===== src/rtl/core/wvrp_pkg.sv =====
// Shared constants, types and helper functions of the vertex rotate and project core.
package wvrp_pkg;

  // Angle and coordinate formats.
  localparam int ANGLE_BITS      = 16;
  localparam int COORD_FRAC_BITS = 4;
  localparam logic [31:0] ANGLE_MASK = 32'((64'd1 << ANGLE_BITS) - 64'd1);

  // Sine and cosine are Q2.14.
  localparam int UNIT_FRAC = 14;
  localparam int SC_W      = UNIT_FRAC + 2;
  localparam int UNIT_ONE  = 1 << UNIT_FRAC;

  // Rotation unit.
  localparam int CORDIC_STEPS = 30;
  localparam int CX_W         = 34;
  localparam int CZ_W         = 33;
  localparam int CORDIC_DROP  = 16;
  localparam int CORDIC_LAT   = CORDIC_STEPS + 2;
  localparam logic [31:0] CORDIC_GAIN = 32'd652032874;
  localparam logic [31:0] ATAN_TURN [0:CORDIC_STEPS-1] = '{
    32'h20000000, 32'h12E4051E, 32'h09FB385B, 32'h051111D4, 32'h028B0D43, 32'h0145D7E1,
    32'h00A2F61E, 32'h00517C55, 32'h0028BE53, 32'h00145F2F, 32'h000A2F98, 32'h000517CC,
    32'h00028BE6, 32'h000145F3, 32'h0000A2FA, 32'h0000517D, 32'h000028BE, 32'h0000145F,
    32'h00000A30, 32'h00000518, 32'h0000028C, 32'h00000146, 32'h000000A3, 32'h00000051,
    32'h00000029, 32'h00000014, 32'h0000000A, 32'h00000005, 32'h00000003, 32'h00000001};

  // Coordinate widths through the rotations.
  localparam int PT_W = 16;
  localparam int ZW   = 20;
  localparam int CW   = 21;

  // Thickness scaling: divide by 100 through a reciprocal multiply.
  localparam int TP_W          = 10;
  localparam logic [TP_W-1:0] THICK_RESET = TP_W'(100);
  localparam int TH_PROD_W     = PT_W + TP_W + 1;
  localparam int TH_MAG_W      = 26;
  localparam int TH_SHIFT      = 32;
  localparam logic [25:0] THICK_RECIP = 26'd42949673;
  localparam int TH_Q_W        = TH_MAG_W + 26;

  // Perspective and division.
  localparam int SIZE_W     = 16;
  localparam int CTR_W      = 32;
  localparam int PERSP_BASE = 625;
  localparam int DEPTH_MIN_SHIFT = 6;
  localparam int TW      = CW + SIZE_W + 1;
  localparam int MW      = 24 + COORD_FRAC_BITS;
  localparam int DW      = ((TW > MW + 1) ? TW : MW + 1) + 1;
  localparam int DEN_W   = DW - 1;
  localparam int SCALE_W = 11 + COORD_FRAC_BITS;
  localparam int PW      = TW + SCALE_W;
  localparam int NW      = ((PW - 1 > DEN_W) ? PW - 1 : DEN_W) + 1;
  localparam int QW      = 30;
  localparam int SUM_W   = CTR_W + 2;
  localparam logic signed [DW-1:0] PERSP_M =
    DW'(PERSP_BASE) << (UNIT_FRAC + COORD_FRAC_BITS);
  localparam logic signed [DW-1:0] PERSP_DMIN = PERSP_M >>> DEPTH_MIN_SHIFT;
  localparam logic signed [SCALE_W-1:0] PERSP_SCALE =
    SCALE_W'(PERSP_BASE) << COORD_FRAC_BITS;

  // Register map.
  localparam int ADDR_W = 3;
  localparam logic REG_THICKNESS = 1'b0;

  // Item traveling beside the sine and cosine units.
  typedef struct packed {
    logic                     v;
    logic signed [PT_W-1:0]   x;
    logic signed [PT_W-1:0]   y;
    logic signed [ZW-1:0]     z;
    logic                     prism;
    logic [SIZE_W-1:0]        size;
    logic signed [CTR_W-1:0]  cx;
    logic signed [CTR_W-1:0]  cy;
  } side_t;

  // Item traveling beside the rotation stages.
  typedef struct packed {
    logic                     v;
    logic signed [CW-1:0]     u;
    logic [SIZE_W-1:0]        size;
    logic signed [CTR_W-1:0]  cx;
    logic signed [CTR_W-1:0]  cy;
    logic signed [SC_W-1:0]   s1;
    logic signed [SC_W-1:0]   c1;
    logic signed [SC_W-1:0]   s2;
    logic signed [SC_W-1:0]   c2;
  } hold_t;

  function automatic logic signed [SC_W-1:0] clamp_unit(input logic signed [CX_W:0] v);
    logic signed [SC_W-1:0] r;
    if (v > (CX_W+1)'(UNIT_ONE)) r = SC_W'(UNIT_ONE);
    else if (v < -(CX_W+1)'(UNIT_ONE)) r = -SC_W'(UNIT_ONE);
    else r = SC_W'(v);
    return r;
  endfunction

  function automatic logic signed [CTR_W-1:0] sat32(input logic signed [SUM_W-1:0] v);
    logic signed [CTR_W-1:0] r;
    if (v[SUM_W-1:CTR_W-1] == '0 || v[SUM_W-1:CTR_W-1] == '1) r = CTR_W'(v);
    else if (v[SUM_W-1]) r = {1'b1, {(CTR_W-1){1'b0}}};
    else r = {1'b0, {(CTR_W-1){1'b1}}};
    return r;
  endfunction

endpackage


===== src/rtl/core/wvrp_rot.sv =====
// Two-stage planar rotation: out1 = a*c - b*s, out2 = a*s + b*c, rounded to Q14.
module wvrp_rot import wvrp_pkg::*; (
  input  logic                   clk,
  input  logic signed [CW-1:0]   a,
  input  logic signed [CW-1:0]   b,
  input  logic signed [SC_W-1:0] c,
  input  logic signed [SC_W-1:0] s,
  output logic signed [CW-1:0]   out1,
  output logic signed [CW-1:0]   out2
);

  localparam int PRW = CW + SC_W;
  localparam logic signed [PRW:0] RND = (PRW+1)'(1) << (UNIT_FRAC - 1);

  logic signed [PRW-1:0] p_ac, p_bs, p_as, p_bc;
  logic signed [PRW:0]   sum1, sum2;

  always_ff @(posedge clk) begin
    p_ac <= a * c;
    p_bs <= b * s;
    p_as <= a * s;
    p_bc <= b * c;
  end

  assign sum1 = (PRW+1)'(p_ac) - (PRW+1)'(p_bs) + RND;
  assign sum2 = (PRW+1)'(p_as) + (PRW+1)'(p_bc) + RND;

  always_ff @(posedge clk) begin
    out1 <= CW'(sum1 >>> UNIT_FRAC);
    out2 <= CW'(sum2 >>> UNIT_FRAC);
  end

endmodule


===== config.mk =====
export PLATFORM = sky130hd
export DESIGN_NAME = wvrp_rot
export DESIGN_NICKNAME = d
export VERILOG_FILES = /design/src/rtl/core/wvrp_pkg.sv /design/src/rtl/core/wvrp_rot.sv
export SDC_FILE = /design/constraint.sdc
export NUM_CORES = 2
export LEC_CHECK = 0
export BUFFER_PORTS_ARGS = -buffer_cell sky130_fd_sc_hd__buf_2
export CAP_MARGIN = 5
export CORE_ASPECT_RATIO = 0.6
export CORE_MARGIN = 2
export CORE_UTILIZATION = 45
export DETAILED_ROUTE_END_ITERATION = 8
export GPL_TIMING_DRIVEN = 0
export PLACE_DENSITY = 0.66
export SLEW_MARGIN = 5
export SYNTH_ARGS = -nofsm -noshare
export SYNTH_HDL_FRONTEND = slang
export SYNTH_SLANG_ARGS = --single-unit

===== constraint.sdc =====
create_clock -name clk -period 6.2 [get_ports clk]
set_clock_uncertainty 0.15 [all_clocks]
set_input_delay 0 -clock clk [delete_from_list [all_inputs] [get_ports clk]]
set_output_delay 0 -clock clk [all_outputs]
set_load 0.05 [all_outputs]

==> results.md <==
- Status: finished clean
- Largest net degree at the start of global routing: 17
- Height of the chip: 274 um
- Synth area leaders: fa_1, ha_1, inv_1, and2_1, dfxtp_1
- RSZ-0062 raised after global routing: yes
- Fillers: 11.5k
- R2R depth: 13
- CTS buffer count: 17
- Register area share after synthesis: 0.0668
- Final setup viols: 0
- Startpoint Class: input port
- DR iter-0 viols: 4776
- Hold Crit Class: in2reg
- Rows: 98
- Global placement routability congestion: 1.08
- Cell taking the most area after synthesis: fa_1
- DRC: 0
- H-tree depth: 4
- Avg Inst Size Synth: 9.14 um2
- Clock latency on the worst-skew pair: 0.56 ns
- Rel. slew slack: 0.188
- Crit path max fanout: 10
- Die Width: 453 um
- Reg-to-reg endpoint: out2[20]$_DFF_P_
- Overflow after GRT: 0
- Layout cell share with drive strength beyond 1: 0.0814
- FF-to-FF setup slack: 1.94 ns
- Final hold vios: 0
- Fin crit period: 6.20 ns
- Initial antenna violation count: 43
- Worst-Margin Slew: 1.22 ns
- WL per Instance: 27.2 um
- CP Class: in2reg
- FF+latch area: 3640 um2
- Via count of the first global-routing pass: 42.1k
- Clock Root Buffer: clkbuf_16
- Io pins: 117
- Final period utilization: 1.00
- Max-cap violation count: 0
- Predominant post-synthesis flop cell: dfxtp_1
- Post-DP HPWL: 172 mm
- Critical path data arrival time: 6.51 ns
- Die area: 124000 um2
- Synth unique cells: 71
- Required time of the critical path: 6.51 ns
- CTS sink cnt: 182
- Core ar.: 120000 um2
- Hold WS: 0.0567 ns
- CTS max path bufs: 2
- CTS tree: yes
- Max Clock Freq: 161 MHz
- All-Layer GR Usage: 0.353
- Yosys reg bits: 182
- Final wirelength: 211 mm
- Post-synthesis cell area: 54500 um2
- EDFF count, synth: 0
- Antenna Nets Post-Route: 0
- Cells after Synth: 5963
- Hold path start: s[2]
- Clock transition at path regs: 0.07 ns
- Worst hold stages: 5
- Max-slew violation count: 0
- Starting Density: 0.456
- Vias per cell: 5.41
- First-pass GRT wire length: 303 mm
- Layout area overhead: 9.32%
- Hold path endpoint: p_as[2]$_DFF_P_
- YS warnings: 0
- Footprint of the multi-input gates: 44800 um2
- First-pass DRT Iterations: 5
- Vias: 42.0k
- Top cell type's share of synthesized area: 0.467
- CP endpoint kind: register
- Post-Syn Nets: 7796
- Async set or reset register ratio after synthesis: 0
- Worst r2r src: p_as[13]$_DFF_P_
- # nets final: 7948
- Port Buf Inserts: 116
[state kept, by name, summed over array words and instances, names as in the netlist]
signal  flops
p_ac       35
p_bs       35
out2       21
out1       21
p_bc       35
p_as       35
[what timing repair did]
action / 4_1_cts / 5_1_grt
setup endpoints to repair: 68 / 38
setup buffers: 9 / 6
pin swaps: 5 / 13
endpoints found under the hold margin: 9 / 0
gates resized for setup: 424 / 299
hold buffers: 6 / 0
[synth_stat cells (46+ instances only)]
library cell and n:
ha_1 486, xor2_1 46, dfxtp_1 182, fa_1 1272, xnor2_1 158, nor2_1 144
nand2_1 708, and2_1 613, o21ai_0 63, inv_1 1480, clkbuf_1 260, a21oi_1 131
a21o_1 48
[worst max-delay path: stages]
cell     delay [ns]
buf_4          0.31
buf_4          0.35
nand2_1        0.12
fa_1           0.52
inv_1          0.05
fa_1           0.49
fa_1           0.60
fa_1           0.44
fa_1           0.49
inv_1          0.05
fa_1           0.47
inv_1          0.04
ha_1           0.40
and3_4         0.26
and4_2         0.30
nand2_1        0.11
o32ai_4        0.32
buf_12         0.15
o21ai_1        0.15
a21oi_2        0.31
o21ai_2        0.13
mux2i_1        0.13
nor4b_1        0.28
[cell families (layout without fill, tap and decap cells)]
family / after synthesis / count (layout) / share of synthesized area
xor+xnor: 204 / 204 / 0.0328
flops: 182 / 182 / 0.0668
fa+ha+maj: 1758 / 1758 / 0.579
simple gates: 1656 / 1656 / 0.150
mux: 1 / 1 / 0.000184
buf+inv: 1742 / 1907 / 0.120
compound gates: 420 / 420 / 0.0511
other cells: 0 / 30 / 0
[stage by stage]
step	setup TNS [ns]	instances	setup WS (ns)	area (um2)	utilization
after CTS	-0.0996	7723	-0.0996	58900	0.493
after global routing	-0.153	7734	-0.0785	59500	0.497
after global placement	-125.47	7679	-3.03	57100	0.477
after detailed placement	-121.07	7682	-3.08	57200	0.478
after floorplan	0	5963	0.243	54500	-
final	0	7758	0.00101	59600	0.498
[cell usage in the layout (no fill, tap or decap), types with 21 or more instances in the layout]
cell and instances:
inv_1 1478, fa_1 1265, nand2_1 708, and2_1 613, ha_1 480, dfxtp_1 182, xnor2_1 157, nor2_1 143
a21oi_1 120, buf_2 116, clkbuf_4 66, buf_4 62, clkbuf_2 59, o21ai_0 54, a21o_1 48, xor2_1 46
nand2b_1 34, nor3_1 31, diode_2 30, o21a_1 28, clkbuf_8 26, nand3_1 26, buf_6 22, clkbuf_16 22
o21bai_1 21
[layout make-up]
cell class,instances,share of cell area
Sequential cell,182,0.0611
Clock inverter,13,0.00248
Multi-Input combinational cell,4039,0.752
Clock buffer,19,0.00726
Inverter,1480,0.0933
Tap cell,1600,0.0336
Buffer,255,0.0339
Antenna cell,30,0.00126
Timing Repair Buffer,140,0.0149
[worst max-delay path by stage]
stage                     slack (ns)  start                to  depth (start not counted)
after CTS                       -0.1  b[16]  p_bs[34]$_DFF_P_                         23
after floorplan                 0.24  c[15]  p_bc[34]$_DFF_P_                         23
final                          0.001   s[8]  p_bs[34]$_DFF_P_                         23
after global routing           -0.08   s[8]  p_bs[34]$_DFF_P_                         23
after detailed placement       -3.08  s[15]  p_bs[34]$_DFF_P_                         24
after global placement         -3.03  s[15]  p_bs[34]$_DFF_P_                         24
[routing by layer]
layer	vias to the layer above	track usage	routed length (um)
met5	-	0.0259	522
met4	18	0.101	7020
met3	287	0.141	29700
met2	2407	0.459	80000
met1	21400	0.527	94000
li1	17900	-	-
Power is left out: the tool's default activity adds up to more than one toggle a clock period on the data nets, which glitch-free logic cannot reach.
